$ cat src/rtl/core/vqda_pkg.sv
// Shared types and constants of the virtqueue descriptor allocator.
`default_nettype none
package vqda_pkg;

    // Result status codes
    typedef enum logic [1:0] {
        ST_OK    = 2'd0,
        ST_FULL  = 2'd1,
        ST_RANGE = 2'd2,
        ST_FREED = 2'd3
    } status_t;

    // Item function codes
    localparam logic FUNC_SUBMIT  = 1'b0;
    localparam logic FUNC_RELEASE = 1'b1;

    // Configuration register indexes
    localparam logic [0:0] CFG_HEADER_BASE = 1'b0;
    localparam logic [0:0] CFG_STATUS_BASE = 1'b1;

    // Descriptor flag bits
    localparam logic [1:0] FLAG_NEXT  = 2'b01;
    localparam logic [1:0] FLAG_WRITE = 2'b10;

    // Descriptor lengths
    localparam logic [10:0] HEADER_LEN = 11'd16;
    localparam logic [10:0] BLOCK_LEN  = 11'd1024;
    localparam logic [10:0] STATUS_LEN = 11'd1;

    localparam int SLOT_SHIFT  = 4;  // sixteen bytes per slot
    localparam int CHAIN_LEN   = 3;  // descriptors per request
    localparam int MAX_RESULTS = 8;  // cap on a release walk
    localparam int HEAD_W      = 4;  // width of the head index field

    typedef struct packed {
        status_t      status;
        logic [3:0]   desc_index;
        logic [63:0]  desc_addr;
        logic [10:0]  desc_len;
        logic [1:0]   desc_flags;
        logic [2:0]   desc_next;
        logic [2:0]   avail_slot;
        logic         request_type;
        logic [32:0]  sector;
        logic         last;
    } res_t;

endpackage
`default_nettype wire

$ cat src/rtl/core/vqda_ifs.sv
// Valid/ready channel interfaces for submit/release items and results.
`default_nettype none
interface vqda_in_if;
    logic        valid;
    logic        ready;
    logic        func;
    logic        is_write;
    logic [31:0] block_number;
    logic [63:0] data_addr;
    logic [3:0]  head_index;

    modport source (output valid, func, is_write, block_number, data_addr, head_index,
                    input ready);
    modport sink   (input valid, func, is_write, block_number, data_addr, head_index,
                    output ready);
endinterface

interface vqda_out_if;
    logic        valid;
    logic        ready;
    logic [1:0]  status;
    logic [3:0]  desc_index;
    logic [63:0] desc_addr;
    logic [10:0] desc_len;
    logic [1:0]  desc_flags;
    logic [2:0]  desc_next;
    logic [2:0]  avail_slot;
    logic        request_type;
    logic [32:0] sector;
    logic        last;

    modport source (output valid, status, desc_index, desc_addr, desc_len, desc_flags,
                    desc_next, avail_slot, request_type, sector, last,
                    input ready);
    modport sink   (input valid, status, desc_index, desc_addr, desc_len, desc_flags,
                    desc_next, avail_slot, request_type, sector, last,
                    output ready);
endinterface
`default_nettype wire

$ cat src/rtl/core/vqda_desc_mem.sv
// Descriptor table: one write port, one read port, registered read data.
`default_nettype none
module vqda_desc_mem #(
    parameter int DEPTH = 8,
    parameter int WIDTH = 80
) (
    input  wire logic                     clk,
    input  wire logic                     we,
    input  wire logic [$clog2(DEPTH)-1:0] waddr,
    input  wire logic [WIDTH-1:0]         wdata,
    input  wire logic                     re,
    input  wire logic [$clog2(DEPTH)-1:0] raddr,
    output logic      [WIDTH-1:0]         rdata
);

    logic [WIDTH-1:0] mem [DEPTH];
    logic [WIDTH-1:0] rdata_reg;

    always_ff @(posedge clk)
    begin
        if (we)
        begin
            mem[waddr] <= wdata;
        end
        if (re)
        begin
            rdata_reg <= mem[raddr];
        end
    end

    assign rdata = rdata_reg;

endmodule
`default_nettype wire

$ cat src/rtl/core/vqda_free_map.sv
// Free descriptor bitmap with lowest-free search under a mask.
`default_nettype none
module vqda_free_map #(
    parameter int QUEUE_SIZE = 8
) (
    input  wire logic                          clk,
    input  wire logic                          rst_n,
    input  wire logic [QUEUE_SIZE-1:0]         mask,
    output logic                               found,
    output logic      [$clog2(QUEUE_SIZE)-1:0] pos,
    input  wire logic                          upd_en,
    input  wire logic [$clog2(QUEUE_SIZE)-1:0] upd_idx,
    input  wire logic                          upd_val,
    input  wire logic [$clog2(QUEUE_SIZE)-1:0] rd_idx,
    output logic                               rd_bit
);

    localparam int IDX_W = $clog2(QUEUE_SIZE);

    logic [QUEUE_SIZE-1:0] free_reg;
    logic [QUEUE_SIZE-1:0] avail;

    always_ff @(posedge clk or negedge rst_n)
    begin
        if (!rst_n)
        begin
            free_reg <= '1;
        end
        else if (upd_en)
        begin
            free_reg[upd_idx] <= upd_val;
        end
    end

    // priority encode, lowest index wins
    always_comb
    begin
        avail = free_reg & ~mask;
        pos   = '0;
        for (int i = QUEUE_SIZE - 1; i >= 0; i--)
        begin
            if (avail[i])
            begin
                pos = IDX_W'(i);
            end
        end
    end

    assign found  = |avail;
    // indexes past the end read as free; the sequencer range-checks first
    assign rd_bit = ({1'b0, rd_idx} < (IDX_W + 1)'(QUEUE_SIZE)) ? free_reg[rd_idx] : 1'b1;

endmodule
`default_nettype wire

$ cat src/rtl/core/vqda_ctrl.sv
// Request sequencer: descriptor allocation, chain writes, release walk, result register.
`default_nettype none
module vqda_ctrl #(
    parameter int QUEUE_SIZE = 8
) (
    input  wire logic                                   clk,
    input  wire logic                                   rst_n,
    input  wire logic [63:0]                            header_base,
    input  wire logic [63:0]                            status_base,
    vqda_in_if.sink                                     in_ch,
    vqda_out_if.source                                  out_ch,
    // free map
    output logic      [QUEUE_SIZE-1:0]                  fm_mask,
    input  wire logic                                   fm_found,
    input  wire logic [$clog2(QUEUE_SIZE)-1:0]          fm_pos,
    output logic                                        fm_upd_en,
    output logic      [$clog2(QUEUE_SIZE)-1:0]          fm_upd_idx,
    output logic                                        fm_upd_val,
    output logic      [$clog2(QUEUE_SIZE)-1:0]          fm_rd_idx,
    input  wire logic                                   fm_rd_bit,
    // descriptor memory
    output logic                                        mem_we,
    output logic      [$clog2(QUEUE_SIZE)-1:0]          mem_waddr,
    output logic      [77+$clog2(QUEUE_SIZE)-1:0]       mem_wdata,
    output logic                                        mem_re,
    output logic      [$clog2(QUEUE_SIZE)-1:0]          mem_raddr,
    input  wire logic [77+$clog2(QUEUE_SIZE)-1:0]       mem_rdata
);

    localparam int IDX_W  = $clog2(QUEUE_SIZE);
    localparam int CUR_W  = (IDX_W > vqda_pkg::HEAD_W) ? IDX_W : vqda_pkg::HEAD_W;

    typedef enum logic [2:0] {
        S_IDLE,
        S_FIND,
        S_FULL,
        S_SUBMIT,
        S_REL_CHK,
        S_REL_OUT
    } state_t;

    state_t               state_reg,     state_next;
    logic [1:0]           k_reg,         k_next;
    logic [IDX_W-1:0]     idx_reg [vqda_pkg::CHAIN_LEN];
    logic [IDX_W-1:0]     idx_next [vqda_pkg::CHAIN_LEN];
    logic [QUEUE_SIZE-1:0] taken_reg,    taken_next;
    logic [CUR_W-1:0]     cur_reg,       cur_next;
    logic [2:0]           n_reg,         n_next;
    logic                 is_write_reg,  is_write_next;
    logic [32:0]          sector_reg,    sector_next;
    logic [63:0]          data_reg,      data_next;
    logic [15:0]          avail_cnt_reg, avail_cnt_next;
    logic [IDX_W-1:0]     slot_reg,      slot_next;
    logic                 out_valid_reg, out_valid_next;
    vqda_pkg::res_t       out_reg,       out_next;

    logic                 out_free;
    logic                 cur_in_range;
    logic [63:0]          base_sel;
    logic [63:0]          slot_addr;
    logic [63:0]          wr_addr;
    logic [10:0]          wr_len;
    logic [1:0]           wr_flags;
    logic [IDX_W-1:0]     wr_next;
    logic [1:0]           rd_flags;
    logic [IDX_W-1:0]     rd_next;
    logic                 rd_stop;

    assign out_free     = !out_valid_reg || out_ch.ready;
    assign cur_in_range = ({1'b0, cur_reg} < (CUR_W + 1)'(QUEUE_SIZE));

    assign rd_flags = mem_rdata[IDX_W +: 2];
    assign rd_next  = mem_rdata[IDX_W-1:0];
    assign rd_stop  = !rd_flags[0] || (n_reg == 3'(vqda_pkg::MAX_RESULTS - 1));

    // descriptor contents for submit step k
    assign base_sel  = (k_reg == 2'd0) ? header_base : status_base;
    assign slot_addr = base_sel + (64'(idx_reg[0]) << vqda_pkg::SLOT_SHIFT);

    always_comb
    begin
        case (k_reg)
            2'd0:
            begin
                wr_addr  = slot_addr;
                wr_len   = vqda_pkg::HEADER_LEN;
                wr_flags = vqda_pkg::FLAG_NEXT;
                wr_next  = idx_reg[1];
            end
            2'd1:
            begin
                wr_addr  = data_reg;
                wr_len   = vqda_pkg::BLOCK_LEN;
                wr_flags = is_write_reg ? vqda_pkg::FLAG_NEXT
                                        : (vqda_pkg::FLAG_NEXT | vqda_pkg::FLAG_WRITE);
                wr_next  = idx_reg[2];
            end
            default:
            begin
                wr_addr  = slot_addr;
                wr_len   = vqda_pkg::STATUS_LEN;
                wr_flags = vqda_pkg::FLAG_WRITE;
                wr_next  = '0;
            end
        endcase
    end

    always_comb
    begin
        state_next     = state_reg;
        k_next         = k_reg;
        idx_next       = idx_reg;
        taken_next     = taken_reg;
        cur_next       = cur_reg;
        n_next         = n_reg;
        is_write_next  = is_write_reg;
        sector_next    = sector_reg;
        data_next      = data_reg;
        avail_cnt_next = avail_cnt_reg;
        slot_next      = slot_reg;
        out_valid_next = out_valid_reg && !out_ch.ready;
        out_next       = out_reg;

        mem_we     = 1'b0;
        mem_waddr  = idx_reg[k_reg];
        mem_wdata  = {wr_addr, wr_len, wr_flags, wr_next};
        mem_re     = 1'b0;
        mem_raddr  = cur_reg[IDX_W-1:0];
        fm_upd_en  = 1'b0;
        fm_upd_idx = idx_reg[k_reg];
        fm_upd_val = 1'b0;

        case (state_reg)
            S_IDLE:
            begin
                if (in_ch.valid)
                begin
                    is_write_next = in_ch.is_write;
                    sector_next   = {in_ch.block_number, 1'b0};
                    data_next     = in_ch.data_addr;
                    cur_next      = CUR_W'(in_ch.head_index);
                    n_next        = '0;
                    taken_next    = '0;
                    k_next        = '0;
                    state_next    = (in_ch.func == vqda_pkg::FUNC_RELEASE) ? S_REL_CHK
                                                                           : S_FIND;
                end
            end

            S_FIND:
            begin
                if (!fm_found)
                begin
                    state_next = S_FULL;
                end
                else
                begin
                    idx_next[k_reg] = fm_pos;
                    taken_next      = taken_reg | (QUEUE_SIZE'(1) << fm_pos);
                    if (k_reg == 2'(vqda_pkg::CHAIN_LEN - 1))
                    begin
                        k_next     = '0;
                        state_next = S_SUBMIT;
                    end
                    else
                    begin
                        k_next = k_reg + 2'd1;
                    end
                end
            end

            S_FULL:
            begin
                if (out_free)
                begin
                    out_next        = '0;
                    out_next.status = vqda_pkg::ST_FULL;
                    out_next.last   = 1'b1;
                    out_valid_next  = 1'b1;
                    state_next      = S_IDLE;
                end
            end

            S_SUBMIT:
            begin
                if (out_free)
                begin
                    mem_we                = 1'b1;
                    fm_upd_en             = 1'b1;
                    out_next.status       = vqda_pkg::ST_OK;
                    out_next.desc_index   = 4'(idx_reg[k_reg]);
                    out_next.desc_addr    = wr_addr;
                    out_next.desc_len     = wr_len;
                    out_next.desc_flags   = wr_flags;
                    out_next.desc_next    = 3'(wr_next);
                    out_next.avail_slot   = 3'(slot_reg);
                    out_next.request_type = is_write_reg;
                    out_next.sector       = sector_reg;
                    out_next.last         = (k_reg == 2'(vqda_pkg::CHAIN_LEN - 1));
                    out_valid_next        = 1'b1;
                    if (k_reg == 2'(vqda_pkg::CHAIN_LEN - 1))
                    begin
                        // head posted; slot follows the 16-bit index modulo the size
                        avail_cnt_next = avail_cnt_reg + 16'd1;
                        if ((avail_cnt_reg == 16'hFFFF)
                            || (slot_reg == IDX_W'(QUEUE_SIZE - 1)))
                        begin
                            slot_next = '0;
                        end
                        else
                        begin
                            slot_next = slot_reg + IDX_W'(1);
                        end
                        state_next = S_IDLE;
                    end
                    else
                    begin
                        k_next = k_reg + 2'd1;
                    end
                end
            end

            S_REL_CHK:
            begin
                if (!cur_in_range || fm_rd_bit)
                begin
                    if (out_free)
                    begin
                        out_next            = '0;
                        out_next.status     = cur_in_range ? vqda_pkg::ST_FREED
                                                           : vqda_pkg::ST_RANGE;
                        out_next.desc_index = 4'(cur_reg);
                        out_next.last       = 1'b1;
                        out_valid_next      = 1'b1;
                        state_next          = S_IDLE;
                    end
                end
                else
                begin
                    mem_re     = 1'b1;
                    state_next = S_REL_OUT;
                end
            end

            S_REL_OUT:
            begin
                if (out_free)
                begin
                    mem_we              = 1'b1;
                    mem_waddr           = cur_reg[IDX_W-1:0];
                    mem_wdata           = '0;
                    fm_upd_en           = 1'b1;
                    fm_upd_idx          = cur_reg[IDX_W-1:0];
                    fm_upd_val          = 1'b1;
                    out_next            = '0;
                    out_next.status     = vqda_pkg::ST_OK;
                    out_next.desc_index = 4'(cur_reg);
                    out_next.desc_flags = rd_flags;
                    out_next.desc_next  = 3'(rd_next);
                    out_next.last       = rd_stop;
                    out_valid_next      = 1'b1;
                    n_next              = n_reg + 3'd1;
                    cur_next            = CUR_W'(rd_next);
                    state_next          = rd_stop ? S_IDLE : S_REL_CHK;
                end
            end

            default:
            begin
                state_next = S_IDLE;
            end
        endcase
    end

    always_ff @(posedge clk or negedge rst_n)
    begin
        if (!rst_n)
        begin
            state_reg     <= S_IDLE;
            k_reg         <= '0;
            idx_reg       <= '{default: '0};
            taken_reg     <= '0;
            cur_reg       <= '0;
            n_reg         <= '0;
            is_write_reg  <= 1'b0;
            sector_reg    <= '0;
            data_reg      <= '0;
            avail_cnt_reg <= '0;
            slot_reg      <= '0;
            out_valid_reg <= 1'b0;
            out_reg       <= '0;
        end
        else
        begin
            state_reg     <= state_next;
            k_reg         <= k_next;
            idx_reg       <= idx_next;
            taken_reg     <= taken_next;
            cur_reg       <= cur_next;
            n_reg         <= n_next;
            is_write_reg  <= is_write_next;
            sector_reg    <= sector_next;
            data_reg      <= data_next;
            avail_cnt_reg <= avail_cnt_next;
            slot_reg      <= slot_next;
            out_valid_reg <= out_valid_next;
            out_reg       <= out_next;
        end
    end

    assign fm_mask   = taken_reg;
    assign fm_rd_idx = cur_reg[IDX_W-1:0];

    assign in_ch.ready = (state_reg == S_IDLE);

    assign out_ch.valid        = out_valid_reg;
    assign out_ch.status       = out_reg.status;
    assign out_ch.desc_index   = out_reg.desc_index;
    assign out_ch.desc_addr    = out_reg.desc_addr;
    assign out_ch.desc_len     = out_reg.desc_len;
    assign out_ch.desc_flags   = out_reg.desc_flags;
    assign out_ch.desc_next    = out_reg.desc_next;
    assign out_ch.avail_slot   = out_reg.avail_slot;
    assign out_ch.request_type = out_reg.request_type;
    assign out_ch.sector       = out_reg.sector;
    assign out_ch.last         = out_reg.last;

`ifndef SYNTH
    a_taken_max: assert property (@(posedge clk) disable iff (!rst_n)
        $countones(taken_reg) <= vqda_pkg::CHAIN_LEN)
        else $error("more than three descriptors reserved");

    a_release_path: assert property (@(posedge clk) disable iff (!rst_n)
        (in_ch.valid && in_ch.ready && in_ch.func == vqda_pkg::FUNC_RELEASE)
        |=> (state_reg == S_REL_CHK))
        else $error("release transfer did not start the chain walk");

    a_avail_step: assert property (@(posedge clk) disable iff (!rst_n)
        (state_reg == S_SUBMIT && k_reg == 2'(vqda_pkg::CHAIN_LEN - 1) && out_free)
        |=> (avail_cnt_reg == $past(avail_cnt_reg) + 16'd1))
        else $error("available index did not advance by one");

    a_slot_range: assert property (@(posedge clk) disable iff (!rst_n)
        {1'b0, slot_reg} < (IDX_W + 1)'(QUEUE_SIZE))
        else $error("available slot past queue size");

    a_read_allocated: assert property (@(posedge clk) disable iff (!rst_n)
        mem_re |-> (cur_in_range && !fm_rd_bit))
        else $error("descriptor read of a free or out-of-range entry");
`endif

endmodule
`default_nettype wire

$ cat src/rtl/core/virtqueue_descriptor_allocator_top.sv
// Top level of the split virtqueue descriptor allocator for a block device.
//
// Driver-side descriptor management for a legacy virtio block queue. A submit
// transfer (func 0) reserves the three lowest free descriptors, writes them as
// header (16 bytes at header_base + 16*head), data (1024 bytes at data_addr)
// and status (1 byte at status_base + 16*head), links them, posts the head to
// the available ring slot and returns three results, the last one flagged.
// With fewer than three free descriptors a single status-1 result comes back
// and nothing changes. A release transfer (func 1) walks the chain from
// head_index, returning one result per descriptor freed; an index past the
// queue or an already free descriptor ends the walk with status 2 or 3. A walk
// stops after eight descriptors. One item is in flight at a time; the input
// is ready again as soon as the last result sits in the output register, even
// if it has not been taken. A submit runs accept, three free-map searches and
// three descriptor writes; a full queue issues its result at the first failed
// search. A release checks each index, reads its descriptor from memory,
// issues its result and writes the entry back; a walk ending on an
// out-of-range or already free index issues that result from the check. The
// free map resets to all free, no clearing pass. Base registers are written
// on cfg_we with cfg_index 0 (header_base) or 1 (status_base); the user must
// do so only while the block is idle, which the block does not enforce.
`default_nettype none
module virtqueue_descriptor_allocator_top #(
    parameter int QUEUE_SIZE = 8
) (
    input  wire logic        clk,
    input  wire logic        rst_n,
    input  wire logic        cfg_we,
    input  wire logic [0:0]  cfg_index,
    input  wire logic [63:0] cfg_wdata,
    vqda_in_if.sink          in_ch,
    vqda_out_if.source       out_ch
);

    localparam int IDX_W  = $clog2(QUEUE_SIZE);
    localparam int DATA_W = 77 + IDX_W;  // addr 64, len 11, flags 2, next

    logic [63:0] header_base_reg;
    logic [63:0] status_base_reg;

    // free map hookup
    logic [QUEUE_SIZE-1:0] fm_mask;
    logic                  fm_found;
    logic [IDX_W-1:0]      fm_pos;
    logic                  fm_upd_en;
    logic [IDX_W-1:0]      fm_upd_idx;
    logic                  fm_upd_val;
    logic [IDX_W-1:0]      fm_rd_idx;
    logic                  fm_rd_bit;

    // descriptor memory hookup
    logic                  mem_we;
    logic [IDX_W-1:0]      mem_waddr;
    logic [DATA_W-1:0]     mem_wdata;
    logic                  mem_re;
    logic [IDX_W-1:0]      mem_raddr;
    logic [DATA_W-1:0]     mem_rdata;

    // base address registers
    always_ff @(posedge clk or negedge rst_n)
    begin
        if (!rst_n)
        begin
            header_base_reg <= '0;
            status_base_reg <= '0;
        end
        else if (cfg_we)
        begin
            case (cfg_index)
                vqda_pkg::CFG_HEADER_BASE: header_base_reg <= cfg_wdata;
                vqda_pkg::CFG_STATUS_BASE: status_base_reg <= cfg_wdata;
                default:                   header_base_reg <= header_base_reg;
            endcase
        end
    end

    vqda_free_map #(
        .QUEUE_SIZE (QUEUE_SIZE)
    ) u_free_map (
        .clk     (clk),
        .rst_n   (rst_n),
        .mask    (fm_mask),
        .found   (fm_found),
        .pos     (fm_pos),
        .upd_en  (fm_upd_en),
        .upd_idx (fm_upd_idx),
        .upd_val (fm_upd_val),
        .rd_idx  (fm_rd_idx),
        .rd_bit  (fm_rd_bit)
    );

    vqda_desc_mem #(
        .DEPTH (QUEUE_SIZE),
        .WIDTH (DATA_W)
    ) u_desc_mem (
        .clk   (clk),
        .we    (mem_we),
        .waddr (mem_waddr),
        .wdata (mem_wdata),
        .re    (mem_re),
        .raddr (mem_raddr),
        .rdata (mem_rdata)
    );

    vqda_ctrl #(
        .QUEUE_SIZE (QUEUE_SIZE)
    ) u_ctrl (
        .clk         (clk),
        .rst_n       (rst_n),
        .header_base (header_base_reg),
        .status_base (status_base_reg),
        .in_ch       (in_ch),
        .out_ch      (out_ch),
        .fm_mask     (fm_mask),
        .fm_found    (fm_found),
        .fm_pos      (fm_pos),
        .fm_upd_en   (fm_upd_en),
        .fm_upd_idx  (fm_upd_idx),
        .fm_upd_val  (fm_upd_val),
        .fm_rd_idx   (fm_rd_idx),
        .fm_rd_bit   (fm_rd_bit),
        .mem_we      (mem_we),
        .mem_waddr   (mem_waddr),
        .mem_wdata   (mem_wdata),
        .mem_re      (mem_re),
        .mem_raddr   (mem_raddr),
        .mem_rdata   (mem_rdata)
    );

endmodule
`default_nettype wire

$ cat src/flat_wrapper.sv
// flat-port wrapper written by rule: the top's interface ports become plain ports
module virtqueue_descriptor_allocator_top_flat 
#(
    parameter int QUEUE_SIZE = 8
)
  (clk, rst_n, cfg_we, cfg_index, cfg_wdata, in_ch_valid, in_ch_func, in_ch_is_write, in_ch_block_number, in_ch_data_addr, in_ch_head_index, in_ch_ready, out_ch_valid, out_ch_status, out_ch_desc_index, out_ch_desc_addr, out_ch_desc_len, out_ch_desc_flags, out_ch_desc_next, out_ch_avail_slot, out_ch_request_type, out_ch_sector, out_ch_last, out_ch_ready);
  vqda_in_if in_ch_i ();
  vqda_out_if out_ch_i ();
  input  wire logic clk;
  input  wire logic rst_n;
  input  wire logic cfg_we;
  input  wire logic [0:0] cfg_index;
  input  wire logic [63:0] cfg_wdata;
  input wire logic [$bits(in_ch_i.valid)-1:0] in_ch_valid;
  input wire logic [$bits(in_ch_i.func)-1:0] in_ch_func;
  input wire logic [$bits(in_ch_i.is_write)-1:0] in_ch_is_write;
  input wire logic [$bits(in_ch_i.block_number)-1:0] in_ch_block_number;
  input wire logic [$bits(in_ch_i.data_addr)-1:0] in_ch_data_addr;
  input wire logic [$bits(in_ch_i.head_index)-1:0] in_ch_head_index;
  output wire logic [$bits(in_ch_i.ready)-1:0] in_ch_ready;
  output wire logic [$bits(out_ch_i.valid)-1:0] out_ch_valid;
  output wire logic [$bits(out_ch_i.status)-1:0] out_ch_status;
  output wire logic [$bits(out_ch_i.desc_index)-1:0] out_ch_desc_index;
  output wire logic [$bits(out_ch_i.desc_addr)-1:0] out_ch_desc_addr;
  output wire logic [$bits(out_ch_i.desc_len)-1:0] out_ch_desc_len;
  output wire logic [$bits(out_ch_i.desc_flags)-1:0] out_ch_desc_flags;
  output wire logic [$bits(out_ch_i.desc_next)-1:0] out_ch_desc_next;
  output wire logic [$bits(out_ch_i.avail_slot)-1:0] out_ch_avail_slot;
  output wire logic [$bits(out_ch_i.request_type)-1:0] out_ch_request_type;
  output wire logic [$bits(out_ch_i.sector)-1:0] out_ch_sector;
  output wire logic [$bits(out_ch_i.last)-1:0] out_ch_last;
  input wire logic [$bits(out_ch_i.ready)-1:0] out_ch_ready;
  assign in_ch_i.valid = in_ch_valid;
  assign in_ch_i.func = in_ch_func;
  assign in_ch_i.is_write = in_ch_is_write;
  assign in_ch_i.block_number = in_ch_block_number;
  assign in_ch_i.data_addr = in_ch_data_addr;
  assign in_ch_i.head_index = in_ch_head_index;
  assign in_ch_ready = in_ch_i.ready;
  assign out_ch_valid = out_ch_i.valid;
  assign out_ch_status = out_ch_i.status;
  assign out_ch_desc_index = out_ch_i.desc_index;
  assign out_ch_desc_addr = out_ch_i.desc_addr;
  assign out_ch_desc_len = out_ch_i.desc_len;
  assign out_ch_desc_flags = out_ch_i.desc_flags;
  assign out_ch_desc_next = out_ch_i.desc_next;
  assign out_ch_avail_slot = out_ch_i.avail_slot;
  assign out_ch_request_type = out_ch_i.request_type;
  assign out_ch_sector = out_ch_i.sector;
  assign out_ch_last = out_ch_i.last;
  assign out_ch_i.ready = out_ch_ready;
  virtqueue_descriptor_allocator_top #(.QUEUE_SIZE(QUEUE_SIZE)) u_core (.clk(clk), .rst_n(rst_n), .cfg_we(cfg_we), .cfg_index(cfg_index), .cfg_wdata(cfg_wdata), .in_ch(in_ch_i), .out_ch(out_ch_i));
endmodule
$ cat config.mk
export PLATFORM = sky130hd
export DESIGN_NAME = virtqueue_descriptor_allocator_top_flat
export DESIGN_NICKNAME = d
export VERILOG_FILES = /design/src/rtl/core/vqda_pkg.sv /design/src/rtl/core/vqda_ifs.sv /design/src/rtl/core/vqda_desc_mem.sv /design/src/rtl/core/vqda_free_map.sv /design/src/rtl/core/vqda_ctrl.sv /design/src/rtl/core/virtqueue_descriptor_allocator_top.sv /design/src/flat_wrapper.sv
export SDC_FILE = /design/constraint.sdc
export NUM_CORES = 1
export LEC_CHECK = 0
export BUFFER_PORTS_ARGS = -buffer_cell sky130_fd_sc_hd__buf_2
export CAP_MARGIN = 20
export CORE_UTILIZATION = 35
export CTS_CLUSTER_SIZE = 12
export DETAILED_ROUTE_END_ITERATION = 12
export PLACE_DENSITY = 0.5
export SLEW_MARGIN = 20
export SYNTH_ARGS = -nofsm -noshare
export SYNTH_HDL_FRONTEND = slang
export SYNTH_SLANG_ARGS = --single-unit
export TNS_END_PERCENT = 20
$ cat constraint.sdc
create_clock -name clk -period 8.9 [get_ports clk]
set_clock_uncertainty 0.1 [all_clocks]
set_input_delay 1.335 -clock clk [delete_from_list [all_inputs] [get_ports clk]]
set_output_delay 1.335 -clock clk [all_outputs]
set_load 0.05 [all_outputs]
# Word-level counts from Yosys, hierarchy flattened
# Memory sizes are Yosys's and may differ from the RTL's. A register that Yosys moved wholly into a read port is not among the register bits.
# Index checks and enable logic that the tools add are counted.
word_totals:
  romBits: 0
  latch_bits: 0
  memories: 1
  input_bits: 172
  ramBits: 640
  reg_bits: 406
  out_inout_bits: 126
  elab_cells: 168
memory_table:
  columns: ["memory", "depth", "word_bits", "read_ports", "rd_clocked_by_memory_dff", "write_ports", "line", "source"]
  rows:
  - ["u_core.u_desc_mem.mem", 8, 80, 1, 1, 1, "vqda_desc_mem.sv:16", "logic [WIDTH-1:0] mem [DEPTH];"]
classes:
  multipliers: 0
  n_eq_ne: 20
  n_addsub: 5
  bitwise_logic: 5
  n_lt_le_gt_ge: 6
  div: 0
  n_shift: 1
  muxes: 73
  n_reduce_logical: 30
op_table:
  columns: ["op", "count"]
  rows:
  - ["124-bit 2-to-1 mux", 5]
  - ["124-bit case mux with 4 select lines", 1]
  - ["80-bit 2-to-1 mux", 2]
  - ["64-bit 2-to-1 mux", 2]
  - ["3-bit 2-to-1 mux", 26]
  - ["64-bit by 7-bit adder with 64-bit output", 1]
  - ["11-bit case mux with 2 select lines", 1]
  - ["2-bit != test, second input constant", 9]
  - ["3-bit case mux with 6 select lines", 1]
  - ["16-bit by 1-bit adder with 16-bit output, second input constant", 1]
  - ["16-bit == test, second input constant", 1]
  - ["8-bit 2-to-1 mux", 2]
  - ["8-bit case mux with 2 select lines", 1]
  - ["3-bit == test, second input constant", 4]
  - ["1-bit 2-to-1 mux", 12]
  - ["2-bit 2-to-1 mux", 6]
  - ["3-bit case mux with 2 select lines", 2]
  - ["5-bit AND reduction", 2]
  - ["9-bit bitwise mux", 1]
  - ["3-bit AND reduction", 3]
  - ["8-bit bitwise AND", 1]
  - ["8-bit bitwise mux", 1]
  - ["3-bit by 4-bit < comparator with 1-bit output, second input constant", 2]
  - ["4-bit 2-to-1 mux", 2]
  - ["37 further kinds", 51]

# Longest topological paths before layout
depth:
  word_depth: 14
  depth_mapped: 21
  depth_no_buf: 12

# Hierarchy
# A second synthesis with hierarchy kept.
hier_totals:
  cells_unflattened: 3195
  hier_area_um2: 47576.9
modules_own_cells:
  columns: ["module", "seq_area_each_um2", "area_per_inst_um2", "cells_per_inst", "instances"]
  rows:
  - ["vqda_desc_mem", 21620.7, 26455.4, 1018, 1]
  - ["vqda_ctrl", 6531.3, 15398.5, 1852, 1]
  - ["virtqueue_descriptor_allocator_top", 3203.1, 5131.2, 271, 1]
  - ["vqda_free_map", 210.2, 591.8, 54, 1]

# Least setup slack after synthesis
# Ideal clock, no wire load.
synth_path:
  path_kind: "reg2reg"
  start: "reg u_core.u_ctrl.k_reg[1]"
  end: "reg u_core.u_ctrl.out_reg, in the netlist u_core.u_ctrl.out_ch.desc_addr[63]"
  required_time_ns: 8.665
  stages_incl_launch_ff: 21
  path_slack_ns: 3.934
  synth_period_minus_slack_ns: 4.966
  setup_ns: 0.135
  n_path_buf: 9
  arrival_time_ns: 4.731
  path_cell_list: "dfrtp_1 -> clkbuf_1 -> inv_1 -> ha_1 -> buf_2 -> buf_2 -> buf_4 -> buf_4 -> buf_2 -> buf_1 -> buf_2 -> mux2_2 -> ha_1 -> nand3_1 -> a21oi_4 -> nand3_2 -> or4_4 -> buf_6 -> nor4_4 -> xor2_1 -> o22ai_1"
synth_via:
  elab_chain_len: 6
  elab_cells_between_ends: 7
  classes_between: "1 x add/sub; 1 x eq/ne; 4 x mux; 1 x reduce/logical"
synth_rtl:
  columns: ["element", "line", "source"]
  rows:
  - ["start, declared", "vqda_ctrl.sv:43", "logic [1:0] k_reg, k_next;"]
  - ["start signal, assigned", "vqda_ctrl.sv:296", "k_reg <= k_next;"]
  - ["2-bit logical NOT", "vqda_ctrl.sv:77", "assign base_sel = (k_reg == 2'd0) ? header_base : status_base;"]
  - ["64-bit 2-to-1 mux", "vqda_ctrl.sv:77", null]
  - ["64-bit by 7-bit adder with 64-bit output", "vqda_ctrl.sv:78", "assign slot_addr = base_sel + (64'(idx_reg[0]) << vqda_pkg::SLOT_SHIFT);"]
  - ["64-bit 2-to-1 mux *", "vqda_ctrl.sv:82", "case (k_reg)"]
  - ["124-bit 2-to-1 mux *", "vqda_ctrl.sv:186", "if (out_free)"]
  - ["124-bit case mux with 4 select lines *", "vqda_ctrl.sv:133", "case (state_reg)"]
  - ["end signal, assigned", "vqda_ctrl.sv:307", "out_reg <= out_next;"]
  - ["end, declared", "vqda_ctrl.sv:55", "vqda_pkg::res_t out_reg, out_next;"]
# Every way passes the cells marked *; elsewhere a longest branch is shown, timed or not. The select of a mux whose other input is x is not followed.
# A chain may end at the register's enable or synchronous reset.

# Worst setup path after layout
# Same ends and word-level chain as after synthesis.

==> results.md <==
* Max Clk Rate at 211 MHz
* I/O Buffers at 288
* Crit end category: register
* Status: finished clean
* Final setup violation count at 0
* Share of final-layout standard cells stronger than drive strength 1 at 0.260
* Remaining DRCs at 0
* Average wire length per cell after detail routing at 20.3 um
* Via count of the first global-routing pass at 15300
* Global-route wire length before repair at 94.0 mm
* Leakage power figure at 0.0115 uW
* Post-layout min period at 4.73 ns
* Register clock-pin slew on the reported worst setup and hold paths at 0.06 ns
* Routed Wire Length at 61.4 mm
* CP max stage cell: buf_4
* Sum of buffers and inverters on the critical path at 2
* Clock sinks at 442
* Final HPWL DP at 42.4 mm
* First DRT Iteration DRCs at 1050
* Area of the core at 58100 um^2
* Synthesized cell area at 20700 um^2
* Final layout net count at 2408
* Slowest stage delay, CP at 0.86 ns
* Count of H-tree levels built during CTS at 2
* Largest fanout of any net on the critical path at 89
* Power density over the cells at 309 nW/um^2
* Total global routing overflow at 0
* Vias per cell at 5.13
* Count of nets left with antenna violations after detail routing at 0
* Via total after detailed routing at 15500
* Least-Margin Pin Slew at 1.12 ns
* Count of final hold-check violations at 0
* TNS Setup at 0 ns
* Register area share after synthesis at 0.545
* Pre-antenna DRT Iters at 9
* Element type at the critical path start: register
* Final weighted congestion of routability-driven global placement at 0.846
* Gr usage total at 0.204
* Share of async-settable or async-resettable flops after synthesis at 0.898
* Most used cells in the layout excluding fill and tap cells: nand2_1, dfrtp_1, buf_2
* Max-cap check violation count at 0
* Final clock period utilization by the worst path at 0.531
* Placement Rows at 88
* Count of flip-flops with a built-in enable after synthesis at 45
* TritonCTS clock tree: done
* Predominant post-synthesis flop cell: dfrtp_1
* Worst EP required at 9.26 ns
* Total number of yosys warnings at 0
* Count of distinct cell types in the synthesized netlist at 72
* Worst Path Class, Setup: reg -> reg
* Register bit count reported by yosys at 442
* Final Slew Violations at 0
* Root buf cell: clkbuf_16
* Setup repair after global routing missed its margin: no
* Final hold slack at 0.359 ns
* Area of placed instances at 22800 um^2
* Avg Inst Size Synth at 10.5 um^2
* Min-delay worst type: reg -> reg
* Cells along the critical path: inv_1 > ha_4 > buf_4 > nand4_2 > a222oi_1 > nand2_1 > or4_4 > nor4_4 > xor2_1 > o22ai_1
* Kind of cell adding the most delay to the critical path: simple AND/OR/NAND/NOR gates
* Max-Slew Margin vs Limit at 0.249
* Die extent in y at 245 um
* Highest ir drop seen on vdd at 0.209 mV
* Final Util at 0.422
* Width of the die at 245 um
* Layout fillers at 5675
* Pin count of the biggest net entering global routing at 179
* Number of buffers added for setup after CTS at 0
* Synth-to-Final Area Change at 18.4%
* Number of primary I/O pins at 298
* Hold buffers post-CTS at 0
* Starting Density at 0.356
* Initial antenna violation count at 1
* Most common cell after layout, fill and taps aside: nand2_1
* Resized Gates After CTS at 0
* Clock latency reported for the late side of the worst-skew pair at 0.60 ns
* Buffer depth of the longest clock path at 3
* TritonCTS Buffers at 51
* Data arrival time at the worst-slack endpoint at 5.09 ns
* Reg-to-reg slack, setup at 4.17 ns
* Finished Cell Area at 24500 um^2
* Area of the die at 60200 um^2
* Number of standard cells after synthesis at 1979
cell type report:
type	instances	area, um^2	area share
diodes	1	2.50	0.000102
flip-flops and latches	442	11300	0.461
inverters	14	52.6	0.00214
well taps	765	957	0.0390
repair buffers	304	1600	0.0651
clock inverters	12	133	0.00541
clock buffers	80	1580	0.0644
multi-input cells	1407	8910	0.363
cells by family (layout without fill, tap and decap cells):
family,Yosys count,after routing,synth area share
AND/OR/NAND/NOR,845,845,0.183
AO/OA/AOI/OAI,237,237,0.0745
adder cells (fa/ha/maj),16,16,0.0100
multiplexers,221,221,0.123
buffers and inverters,138,410,0.0298
flip-flops,442,442,0.545
other,1,10,0.000181
XOR/XNOR,79,79,0.0334
worst reg2reg max path, stage by stage, from the launching register on:
cell and delay (ns):
dfrtp_1 0.46, inv_1 0.25, ha_4 0.69, buf_4 0.89
nand4_2 0.25, a222oi_1 0.59, nand2_1 0.13, or4_4 0.65
nor4_4 0.29, xor2_1 0.19, o22ai_1 0.10
cell usage after synthesis, types with 36 or more instances:
cell type | instances | share of area
nand2_1 | 488 | 0.088
a21oi_1 | 64 | 0.015
xor2_1 | 36 | 0.015
dfrtp_1 | 389 | 0.47
clkbuf_1 | 77 | 0.014
nor2_1 | 105 | 0.019
xnor2_1 | 43 | 0.018
o21ai_0 | 49 | 0.012
mux2i_1 | 53 | 0.026
nand3_1 | 99 | 0.024
edfxtp_1 | 45 | 0.065
mux2_2 | 156 | 0.085
per-layer routing:
| metal | track usage | vias up | share of wire |
|---|---|---|---|
| met3 | 0.0325 | 95 | 0.049 |
| met1 | 0.295 | 7683 | 0.47 |
| met4 | 0.0768 | 0 | 0.033 |
| met5 | 0 | - | 0 |
| met2 | 0.304 | 388 | 0.45 |
| li1 | - | 7351 | - |
report_power, final:
group / leakage [uW] / switching (uW) / total (uW) / internal, uW
combinational: 0.00532 / 1770 / 2540 / 772
sequential: 0.00536 / 383 / 2910 / 2530
clock: 0.000843 / 863 / 2140 / 1270
total: 0.0115 / 3020 / 7590 / 4570
through the flow:
step                cells  worst slack (ns)  power, uW
floorplan            1987              3.93       4690
global placement     2932              4.41       5460
detailed placement   2932              4.25       5500
CTS                  3024              4.22       7680
global route         3025              3.82       8030
finish               3025              4.17       7590
worst paths after layout:
kind,startpoint,end,cells after the start
min in group asynchronous,rst_n,u_core.u_ctrl.data_reg[3],1
max in group asynchronous,rst_n,u_core.status_base_reg[51],2
setup reg to reg,u_core.u_ctrl.k_reg[1],u_core.u_ctrl.out_ch.desc_addr[63],10
hold / removal,u_core.u_ctrl.out_ch.sector[29],u_core.u_ctrl.out_ch.sector[29],2
hold reg to reg,u_core.u_ctrl.out_ch.sector[29],u_core.u_ctrl.out_ch.sector[29],2
setup / recovery,u_core.u_ctrl.k_reg[1],u_core.u_ctrl.out_ch.desc_addr[63],10
(Power assumes the default switching activity.)
